===== config.mk =====
export PLATFORM = sky130hd
export DESIGN_NAME = dbcs_queue
export DESIGN_NICKNAME = d
export VERILOG_FILES = /design/src/dbcs_pkg.sv /design/src/dbcs_queue.sv
export SDC_FILE = /design/constraint.sdc
export NUM_CORES = 1
export LEC_CHECK = 0
export BUFFER_PORTS_ARGS = -buffer_cell sky130_fd_sc_hd__buf_2
export CAP_MARGIN = 20
export CORE_ASPECT_RATIO = 0.9
export CORE_MARGIN = 2
export CORE_UTILIZATION = 52
export CTS_CLUSTER_DIAMETER = 50
export DETAILED_ROUTE_END_ITERATION = 10
export PLACE_DENSITY = 0.78
export SLEW_MARGIN = 0
export SYNTH_ARGS = -nofsm -noshare
export SYNTH_HDL_FRONTEND = slang
export SYNTH_SLANG_ARGS = --single-unit

===== constraint.sdc =====
create_clock -name clk -period 7.85 [get_ports clk]
set_clock_uncertainty 0.1 [all_clocks]
set_input_delay 0.785 -clock clk [delete_from_list [all_inputs] [get_ports clk]]
set_output_delay 0.785 -clock clk [all_outputs]
set_load 0.02 [all_outputs]

===== src/dbcs_pkg.sv =====
// ----------------------------------------------------------------------------
// dbcs_pkg
// Shared types and codes of the debug breakpoint and call stack unit.
// ----------------------------------------------------------------------------
package dbcs_pkg;

	localparam int OFF_W = 12;
	localparam int QUEUE_DEPTH = 2;

	typedef enum logic [3:0] {
		CMD_CHECK   = 4'd0,
		CMD_SET_BP  = 4'd1,
		CMD_CLR_BP  = 4'd2,
		CMD_CLR_ALL = 4'd3,
		CMD_HALT    = 4'd4,
		CMD_STEP    = 4'd5,
		CMD_CONT    = 4'd6,
		CMD_CALL    = 4'd7,
		CMD_RETADDR = 4'd8,
		CMD_SP_RISE = 4'd9,
		CMD_READ    = 4'd10,
		CMD_NOP     = 4'd15
	} cmd_t;

	localparam logic [1:0] TAG_NONE  = 2'd0;
	localparam logic [1:0] TAG_START = 2'd1;
	localparam logic [1:0] TAG_NEXT  = 2'd2;

	localparam logic [1:0] FAULT_NONE  = 2'd0;
	localparam logic [1:0] FAULT_OVER  = 2'd1;
	localparam logic [1:0] FAULT_UNDER = 2'd2;

	typedef struct packed {
		logic [3:0]  cmd;
		logic [13:0] prog_addr;
		logic [13:0] origin_addr;
		logic [11:0] data_addr;
		logic [63:0] cycle_count;
		logic [5:0]  stack_index;
	} item_t;

	typedef struct packed {
		logic        stop;
		logic        halted_now;
		logic        step_pending;
		logic [6:0]  call_depth;
		logic [13:0] entry_target;
		logic [13:0] entry_origin;
		logic [1:0]  fault;
	} result_t;

	typedef struct packed {
		cmd_t             cmd;
		logic [13:0]      pa;
		logic [13:0]      oa;
		logic [OFF_W-1:0] off;
		logic [63:0]      cyc;
		logic [5:0]       si;
		logic             pa_ok;
		logic             addr_ok;
	} op_t;

endpackage


===== src/dbcs_queue.sv =====
// ----------------------------------------------------------------------------
// dbcs_queue
// Short queue of classified operations between the front and back parts.
// ----------------------------------------------------------------------------
module dbcs_queue (
	input  logic          clk,
	input  logic          arst_n,
	input  logic          push,
	input  dbcs_pkg::op_t wdata,
	input  logic          pop,
	output logic          full,
	output logic          empty,
	output dbcs_pkg::op_t rdata
);
	import dbcs_pkg::*;

	localparam int PW = $clog2(QUEUE_DEPTH);
	localparam int NW = $clog2(QUEUE_DEPTH + 1);

	op_t           slot_q [QUEUE_DEPTH];
	logic [PW-1:0] wr_q;
	logic [PW-1:0] rd_q;
	logic [NW-1:0] cnt_q;

	assign full = cnt_q == NW'(QUEUE_DEPTH);
	assign empty = cnt_q == '0;
	assign rdata = slot_q[rd_q];

	always_ff @(posedge clk) begin
		if (push) begin
			slot_q[wr_q] <= wdata;
		end
	end

	always_ff @(posedge clk or negedge arst_n) begin
		if (!arst_n) begin
			wr_q <= '0;
			rd_q <= '0;
			cnt_q <= '0;
		end else begin
			if (push) begin
				wr_q <= (wr_q == PW'(QUEUE_DEPTH - 1)) ? '0 : wr_q + 1'b1;
			end
			if (pop) begin
				rd_q <= (rd_q == PW'(QUEUE_DEPTH - 1)) ? '0 : rd_q + 1'b1;
			end
			if (push && !pop) begin
				cnt_q <= cnt_q + 1'b1;
			end else if (pop && !push) begin
				cnt_q <= cnt_q - 1'b1;
			end
		end
	end

endmodule


After elaboration in Yosys (flattened, before gate mapping)
Memories as Yosys holds them, arrays and structs flattened.
Index checks and enable logic that the tools add are counted.
Widths: inputs -> output; s select.
- memories: 1
- bits in read-only memories: 0
- word-level logic and storage cells: 21
- register bits after elaboration: 4
- bits in latches: 0
- bits in writable memories: 232
- muxes and demuxes: 6
- equal/unequal tests: 1
- multiply operators: 0
- shifts and indexed selects: 0
- divide/modulo/power cells: 0
- order comparisons: 0
- reduce and logical (&&, ||, !) cells: 6
- bitwise operators: 0
- add/subtract/negate cells: 4
- memory list (memory ; words ; width ; read ports ; clocked after Yosys merged registers in ; write ports ; line ; text):
    slot_q ; 2 ; 116 ; 1 ; 0 ; 1 ; dbcs_queue.sv:20 ; op_t slot_q [QUEUE_DEPTH];
- operators by type and width (operator ; count):
    $mux 1 ; 4
    $mux 2 ; 2
    $add 1x1->1 const B ; 2
    $add 2x1->2 const B ; 1
    $eq 2x2->1 const B ; 1
    $logic_and 1x1->1 ; 2
    $logic_not 1->1 ; 2
    $logic_not 2->1 ; 1
    $reduce_bool 2->1 ; 1
    $sub 2x1->2 const B ; 1

Longest topological paths before layout
- depth in word-level cells: 4
- gate-level depth with buffers: 5
- gate-level depth less buffers: 5

Least setup slack after synthesis
OpenSTA, ideal clock, no wires.
- path kind: input port to flip-flop
- start: in push
- end: mem slot_q[0][0] in the netlist's numbering, enable pin
- path slack: 1323 ps
- buffers on the path: 0
- arrival: 5821 ps
- required time: 7144 ps
- stages on the path: 1
- cell sequence: nor2b_1
- longest elaborated chain between the ends: 2
- ends and longest elaborated chain (item ; line ; text):
    start: declaration ; dbcs_queue.sv:8 ; input logic push,
    $mux 1 ; dbcs_queue.sv:30 ; if (push) begin
    $mux 1 (not written as such) ; dbcs_queue.sv:31 ; slot_q[wr_q] <= wdata;
    end: declaration ; dbcs_queue.sv:20 ;
Every way passes these cells.

==> metrics.yaml <==
synthesis:
  yosysTopAreaCellShare: 0.804
  synthSimpleGateAreaFrac: 0.00303
  ys_warn_count: 0
  seq_area_frac_synth: 0.815
  synth_fp_nets: 498
  synth_top_family_by_area: "multiplexers"
  muxShareOfSynthArea: 0.164
  synth_area_leaders: "edfxtp_1, mux2_2, mux2_4, dfrtp_1, buf_6"
  yosysUniqueCellTypes: 13
  netlist_top_cells_count: "edfxtp_1, mux2_2, mux2_4"
  synthFlopType: "edfxtp_1"
  yosysTopAreaCell: "edfxtp_1"
  synth_edf_count: 232
  ys_ff_latch: 236
  synth-xor-area-share: 0.00505
  postSynthAreaPerCell_um2: 23.0
  yosysMostFrequentCell: "edfxtp_1"
  synth_fa_ha_area_frac: 0.00144
  syn_inst: 377
  netlist_area_um2: 8670
  synthArstFlopShare: 0.0169
  synth-compound-area-share: 0
timing:
  min_period_ps: 3890
  rsz0062_at_grt: "false"
  hold_viol_final: 0
  hold_ws_ps: 367
  worstMarginPinSlew_ps: 979
  slew_violations: 0
  setup_viol: 0
  max_slew_margin: 0.347
  fin_setup_tns_ps: 0
  fmax_mhz: 257
  post-route-period-util: 0.495
place:
  port_buffers: 237
  gp_congestion: 0.728
  dp_hpwl_mm: 10.5
grt:
  grt_pass1_wl_mm: 24.3
  grt_max_degree: 71
  grt-ovfl-total: 0
  grt_usage: 0.176
  grt_pass1_vias: 4621
  antenna_found_initial: 1
layout:
  drive_gt1_frac: 0.614
  area_delta_synth_final_pct: 25.3
  fillCellCount: 1114
  fin_nets: 754
worst_hold_path:
  hp-class: "in -> reg"
  holdPathStages: 1
clock_network:
  clockRootBuffer: "clkbuf_16"
  cts_max_level: 1
  path_clk_slew_ps: 60
  cts_tree: "done"
  cts_num_sinks: 236
  cts_made_buffers: 25
  clock_path_buffers: 3
  insertion_delay_ps: 500
die:
  design.core.area_um2: 16200
  die_y_um: 126
  dieArea_um2: 17700
  pin_count: 238
  start_util: 0.534
  die_x_um: 140
  rows: 44
worst_setup_path:
  arrival_ps: 3000
  cp-end-kind: "primary output"
  path_max_fanout: 70
  start_kind: "flop"
  cp_data_required_time_ps: 6960
  critical_path_class: "reg -> out"
  rr_worst_depth: 2
power_and_ir_drop:
  finalPower_uw: 4150
  power_density_nw_per_um2: 382
  leakagePower_uw: 0.00422
  peakVddDrop_uv: 252
job:
  maxCapViolCount: 0
route:
  ant_nets: 0
  drc: 32
  drt-wirelength-per-cell_um: 18.5
  vias_per_cell: 5.05
  dr.pass1.iters: 8
  drt_iter0_markers: 247
  vias: 4334
  wirelength_mm: 15.9
status:
  run_status: "finished, violations left"
  violations: "design-rule violations"
[state kept, by name, summed over array words and instances (netlist names)]
| name | cells |
|---|---|
| rd_q | 1 |
| slot_q | 232 |
| wr_q | 1 |
| cnt_q | 2 |
[final timing paths]
path | end | start | slack (ps)
worst max-delay path | rdata[97] | rd_q | 3960
worst min-delay path | slot_q[0][91] | wdata[91] | 370
worst max register to register | slot_q[1][6] | wr_q | 5450
worst min register to register | cnt_q[1] | cnt_q[1] | 390
max in group asynchronous | rd_q | arst_n | 6970
min in group asynchronous | rd_q | arst_n | 550
[area by class of cell]
class	instances	area, um^2	share of cell area
multi-input combinational	127	1510	0.139
clock buffer	33	696	0.0640
clock inverter	12	93.8	0.00864
inverter	1	3.75	0.000346
tap	207	259	0.0238
sequential	236	7070	0.651
antenna	1	2.50	0.000230
timing repair buffer	242	1230	0.113
[power by group]
group          switching, uW  leakage, uW  internal, uW
logic                    732      0.00159           524
clock network            442     0.000399           657
registers                115      0.00222          1680
[routing by layer]
metal,part of all wire,GRT usage,up-vias
li1,-,-,2009
met1,0.40,0.219,2119
met5,0.00082,0,-
met2,0.49,0.300,180
met4,0.018,0.0434,2
met3,0.092,0.0615,24
[timing repair]
| item | in CTS | in global routing |
|---|---|---|
| setup buffers | 0 | 0 |
| hold buffers | 1 | 0 |
| endpoints found under the hold margin | 4 | 0 |
| resized for setup | 0 | 0 |
[cell usage in the layout, fill, tap and decap left out, types with 3 or more instances in the layout]
| master | synthesis | layout |
|---|---|---|
| xor2_1 | 4 | 4 |
| clkbuf_8 | 0 | 4 |
| clkinv_2 | 0 | 8 |
| mux2_2 | 86 | 86 |
| clkbuf_16 | 0 | 25 |
| buf_4 | 0 | 4 |
| edfxtp_1 | 232 | 232 |
| mux2_4 | 30 | 30 |
| buf_2 | 8 | 237 |
| clkbuf_1 | 0 | 4 |
| dfrtp_1 | 4 | 3 |
[cells by family (layout without fill, tap and decap cells)]
kind of cell             Yosys count  after routing
multiplexers                     116            116
AND/OR/NAND/NOR                    5              5
buffers and inverters             14            288
other                              0              1
adder cells (fa/ha/maj)            1              1
flip-flops                       236            236
XOR/XNOR                           5              5
[stage by stage]
step                      cells  worst slack, ps  area (um^2)  utilization
after floorplan             377             1320         8670            -
after global placement      812             4520        10100        0.619
after detailed placement    812             4510        10100        0.619
after CTS                   858             3940        10900        0.669
after global routing        858             3820        10900        0.669
final                       859             3960        10900        0.669
[critical path: stages (launching register included)]
cell	delay, ps
dfrtp_4	900
buf_4	830
mux2_2	440
buf_2	160
(Power assumes the default switching activity.)
