--- src/dbcs_pkg.sv ---
// ----------------------------------------------------------------------------
// dbcs_pkg
// Shared types and codes of the debug breakpoint and call stack unit.
// ----------------------------------------------------------------------------
package dbcs_pkg;

	localparam int OFF_W = 12;
	localparam int QUEUE_DEPTH = 2;

	typedef enum logic [3:0] {
		CMD_CHECK   = 4'd0,
		CMD_SET_BP  = 4'd1,
		CMD_CLR_BP  = 4'd2,
		CMD_CLR_ALL = 4'd3,
		CMD_HALT    = 4'd4,
		CMD_STEP    = 4'd5,
		CMD_CONT    = 4'd6,
		CMD_CALL    = 4'd7,
		CMD_RETADDR = 4'd8,
		CMD_SP_RISE = 4'd9,
		CMD_READ    = 4'd10,
		CMD_NOP     = 4'd15
	} cmd_t;

	localparam logic [1:0] TAG_NONE  = 2'd0;
	localparam logic [1:0] TAG_START = 2'd1;
	localparam logic [1:0] TAG_NEXT  = 2'd2;

	localparam logic [1:0] FAULT_NONE  = 2'd0;
	localparam logic [1:0] FAULT_OVER  = 2'd1;
	localparam logic [1:0] FAULT_UNDER = 2'd2;

	typedef struct packed {
		logic [3:0]  cmd;
		logic [13:0] prog_addr;
		logic [13:0] origin_addr;
		logic [11:0] data_addr;
		logic [63:0] cycle_count;
		logic [5:0]  stack_index;
	} item_t;

	typedef struct packed {
		logic        stop;
		logic        halted_now;
		logic        step_pending;
		logic [6:0]  call_depth;
		logic [13:0] entry_target;
		logic [13:0] entry_origin;
		logic [1:0]  fault;
	} result_t;

	typedef struct packed {
		cmd_t             cmd;
		logic [13:0]      pa;
		logic [13:0]      oa;
		logic [OFF_W-1:0] off;
		logic [63:0]      cyc;
		logic [5:0]       si;
		logic             pa_ok;
		logic             addr_ok;
	} op_t;

endpackage

--- src/dbcs_front.sv ---
// ----------------------------------------------------------------------------
// dbcs_front
// Accepts input transfers and classifies them into queue operations.
// ----------------------------------------------------------------------------
module dbcs_front #(
	parameter int PROG_WORDS = 16384,
	parameter int SRAM_BYTES = 2560,
	parameter int SRAM_BASE = 256
) (
	input  logic            item_valid,
	output logic            item_ready,
	input  dbcs_pkg::item_t item,
	input  logic            q_full,
	input  logic            clearing,
	output logic            q_push,
	output dbcs_pkg::op_t   q_wdata
);
	import dbcs_pkg::*;

	localparam logic [16:0] PW_LIM = 17'(PROG_WORDS);
	localparam logic [16:0] SB_LIM = 17'(SRAM_BYTES);
	localparam logic [16:0] SB_LAST = 17'(SRAM_BYTES - 1);
	localparam logic [12:0] BASE = 13'(SRAM_BASE);

	logic [12:0]      diff;
	logic             da_ge;
	logic             da_in;
	logic [OFF_W-1:0] off_raw;
	logic [OFF_W-1:0] off_clip;
	cmd_t             cmd;

	assign item_ready = !q_full && !clearing;
	assign q_push = item_valid && item_ready;

	always_comb begin
		diff = {1'b0, item.data_addr} - BASE;
		da_ge = {1'b0, item.data_addr} >= BASE;
		off_raw = diff[OFF_W-1:0];
		da_in = da_ge && (17'(off_raw) < SB_LIM);
		off_clip = (17'(off_raw) > SB_LAST) ? SB_LAST[OFF_W-1:0] : off_raw;
		cmd = (item.cmd > 4'(CMD_READ)) ? CMD_NOP : cmd_t'(item.cmd);
		q_wdata.cmd = cmd;
		q_wdata.pa = item.prog_addr;
		q_wdata.oa = item.origin_addr;
		q_wdata.cyc = item.cycle_count;
		q_wdata.si = item.stack_index;
		q_wdata.pa_ok = 17'(item.prog_addr) < PW_LIM;
		q_wdata.off = (cmd == CMD_SP_RISE) ? off_clip : off_raw;
		q_wdata.addr_ok = (cmd == CMD_SP_RISE) ? da_ge : da_in;
	end

endmodule

--- config.mk ---
export PLATFORM = sky130hd
export DESIGN_NAME = dbcs_front
export DESIGN_NICKNAME = d
export VERILOG_FILES = /design/src/dbcs_pkg.sv /design/src/dbcs_front.sv
export SDC_FILE = /design/constraint.sdc
export NUM_CORES = 1
export LEC_CHECK = 0
export BUFFER_PORTS_ARGS = -buffer_cell sky130_fd_sc_hd__buf_2
export CAP_MARGIN = 5
export CORE_AREA = 4 4 89 91
export DETAILED_ROUTE_END_ITERATION = 10
export DIE_AREA = 0 0 93 95
export PLACE_DENSITY = 0.59
export SLEW_MARGIN = 20
export SYNTH_ARGS = -nofsm -noshare
export SYNTH_HDL_FRONTEND = slang
export SYNTH_SLANG_ARGS = --single-unit
--- constraint.sdc ---
create_clock -name vclk -period 1.4
set_clock_uncertainty 0.15 [all_clocks]
set_input_delay 0.07 -clock vclk [all_inputs]
set_output_delay 0.07 -clock vclk [all_outputs]
set_load 0.02 [all_outputs]
Yosys cells after proc, flatten, opt, wreduce, memory -nomap -nowiden
Cells that the tools add are included.
{"block": "word_totals", "regBits": 0, "inputBits": 117, "output_inout_bits": 118, "word_cells": 15}
{"block": "classes", "addsub": 1, "magnitude_cmp": 4, "eq_ne": 1, "mux": 4, "reduce_logical": 5}
{"cell": "12-bit two-way mux", "count": 2}
{"cell": "12-bit by 9-bit greater-or-equal comparator with 1-bit output (second input constant)", "count": 1}
{"cell": "12-bit > comparator (second input constant)", "count": 1}
{"cell": "12-bit < comparator (second input constant)", "count": 1}
{"cell": "12-bit by 9-bit subtractor with 12-bit output (second input constant)", "count": 1}
{"cell": "4-bit equality test (second input constant)", "count": 1}
{"cell": "4-bit > comparator (second input constant)", "count": 1}
{"cell": "4-bit two-way mux", "count": 1}
{"cell": "1-bit logical AND", "count": 3}
{"cell": "1-bit zero test", "count": 2}
{"cell": "1-bit two-way mux", "count": 1}

Depth between registers and ports, before layout
{"block": "logic_depth", "ltp_word": 4, "mapped_depth": 5}

Least setup slack after synthesis
OpenSTA, ideal clock, no wires.
{"block": "synth_path", "path_kind": "input -> output", "startpoint": "in item[78] in the netlist's numbering", "endpoint": "out q_wdata[81] in the netlist's numbering", "arrival_ps": 1287, "required_time_ps": 1180, "slack_ps": -107, "stages": 5, "cell_sequence": "inv_1 -> ha_1 -> xor2_2 -> nor4_4 -> o21a_1"}
{"element": "start, declared", "line": "dbcs_front.sv:12", "source": "input dbcs_pkg::item_t item,"}
{"element": "end, declared", "line": "dbcs_front.sv:16", "source": "output dbcs_pkg::op_t q_wdata"}

==> flow_metrics.py <==
metrics = {
    "worst_setup_path": {
        "critical_path_class": "input port to output pin",
        "cp_top_family": "compound AO/OA/AOI/OAI gates",
        "cpMaxStageDelayCell": "o31a_1",
        "max_stage_delay_ps": 330,
        "worstSetupEndpointType": "output pin",
        "cp-start-kind": "input port",
        "critPathMaxFanout": 3,
        "cp_cell_sequence": "buf_8 -> buf_6 -> o31a_1 -> or2_4 -> a32oi_2 -> buf_4",
        "crit_buf_inv": 3,
        "cp.arrival_ps": 1300,
        "worstPathRequired_ps": 1180,
    },
    "die": {
        "die_w_um": 93,
        "start_util": 0.150,
        "dieArea_um2": 8840,
        "ios": 235,
        "coreArea_um2": 7140,
        "fp.dieH_um": 95,
        "num_rows": 31,
    },
    "synthesis": {
        "syn_area_um2": 1070,
        "yosys_warnings": 0,
        "netlist_top_cells_count": "buf_4 (99), o21bai_1 (8), ha_1 (3), inv_1 (3)",
        "syn-num-nets": 261,
        "netlist_instances": 141,
        "ys_seq_area_frac": 0,
        "yosys-top-cells-area": "buf_4 (69%), o21bai_1 (5.6%), ha_1 (3.5%)",
        "netlist.area_leader.share": 0.695,
        "avgSynthCellArea_um2": 7.59,
        "yosysTopAreaCell": "buf_4",
        "synth_cell_types": 29,
        "yosysMostFrequentCell": "buf_4",
    },
    "run_status": {
        "violations": "negative setup slack",
        "status": "finished, violations left",
    },
    "layout": {
        "regArea_um2": 0,
        "numSequentialCells": 0,
        "nFillCells": 764,
        "area_growth_pct": 76.3,
        "clkbuf_count": 0,
        "fin_cells": 291,
        "drive_above_1_share": 0.344,
        "diodes": 0,
        "final_nets": 314,
    },
    "route": {
        "firstDrtPassIters": 3,
        "vias_per_cell": 3.58,
        "dr.max_layer_used": "met4",
        "detail-route-antenna-nets": 0,
        "wl_met1_um": 1350,
        "dr.first_iter.drc_count": 17,
        "vias": 1042,
        "postRouteWirelength_um": 4580,
        "wl_per_cell_um": 15.7,
        "wl_met2_um": 2650,
        "wl_met3_um": 543,
        "drc": 0,
    },
    "grt": {
        "grt_pass1_vias": 1166,
        "track_usage": 0.0783,
        "grt_max_degree": 10,
        "grt_pass1_wl_um": 5730,
        "gr-total-overflow": 0,
        "antenna_found_initial": 0,
    },
    "timing": {
        "tns_ps": -572,
        "layout_setup_ws_ps": -125,
        "whs_ps": 246,
        "maxClockFrequency_ghz": 0.656,
        "slew_viol_final": 0,
        "rsz0062_at_grt": "true",
        "hold_viol_final": 0,
        "min_period_over_period": 1.09,
        "setup_viol_count_final": 10,
        "timing.final.crit_period_ps": 1520,
    },
    "hold_path": {
        "hp-class": "input port to output pin",
    },
    "placement": {
        "hpwl_um": 2370,
        "dp.cells": 190,
        "pre_cts_ws_ps": -229,
        "gp_congestion": 0.664,
        "numPortBuffers": 38,
    },
    "power_and_ir_drop": {
        "ir_worst_vdd_mv": 0.158,
        "leakage_nw": 0.789,
        "totalPowerFinal_mw": 0.727,
        "p_per_area_nw_per_um2": 385,
    },
    "flow_run": {
        "maxCapViolCount": 0,
    },
}
==> per-layer routing <==
metal,vias to the layer above,track usage
li1,460,-
met1,454,0.0763
met2,124,0.163
met3,4,0.0207
met4,0,0.0147
met5,-,0
==> tightest hold or removal path, delay by kind of cell <==
family | cells | cell delay, ps
buffers and inverters | 2 | 220
AND/OR/NAND/NOR | 1 | 30
==> cell type report <==
| type | count | area [um2] | share of cell area |
|---|---|---|---|
| inverters | 3 | 18.8 | 0.00995 |
| well taps | 99 | 124 | 0.0657 |
| repair buffers | 151 | 1370 | 0.728 |
| multi-input cells | 38 | 370 | 0.196 |
==> where the power goes <==
group	total [mW]	switching, mW	internal [mW]
registers	0	0	0
clock network	0	0	0
logic	0.727	0.398	0.328
total	0.727	0.398	0.328
==> cell families (layout without fill, tap and decap cells) <==
| kind of cell | Yosys count | in the layout | synth area share |
|---|---|---|---|
| and+or+nand+nor | 13 | 13 | 0.0947 |
| xor gates and xnor gates | 2 | 2 | 0.0234 |
| other | 1 | 1 | 0.00351 |
| buffers and inverters | 103 | 154 | 0.709 |
| AOI/OAI and AO/OA | 19 | 19 | 0.134 |
| adders and majority gates | 3 | 3 | 0.0351 |
==> worst paths after layout <==
path,startpoint,endpoint,slack [ps],depth (start not counted)
worst max-delay path,item[79],q_wdata[0],-120,6
worst min-delay path,q_full,item_ready,250,3
==> per-stage QoR <==
stage	area, um2	util
after CTS	1820	0.255
final	1890	0.264
after global routing	1890	0.264
after floorplan	1070	-
after global placement	727	0.102
after detailed placement	727	0.102
==> timing repair <==
action                     CTS  global route
resized for setup           25            18
hold endpoints to repair    98             0
pin swaps                   11             8
hold buffers                98             0
setup endpoints to repair   13            13
gates cloned                 0             1
setup buffers                1             1
==> cell usage in the layout, fill, tap and decap left out <==
master         count
o21ai_2            1
buf_8              2
nor4_1             1
ha_4               2
nor4_4             2
nand3_1            1
xor2_4             1
nor2_1             2
buf_4             20
a21oi_1            2
nand4_1            1
o21ai_0            1
conb_1             1
xnor2_1            1
buf_6              9
nand4b_1           1
buf_2             22
a32oi_2            1
inv_6              1
ha_1               1
and4bb_2           1
a21o_1             2
nand2_1            1
o21a_1             1
and2_1             1
nor3_1             1
inv_1              1
or2_4              1
a31o_2             1
inv_4              1
o21bai_1           8
o221ai_2           1
dlygate4sd3_1     98
o31a_1             1
Power figures use the tool's default switching activity.
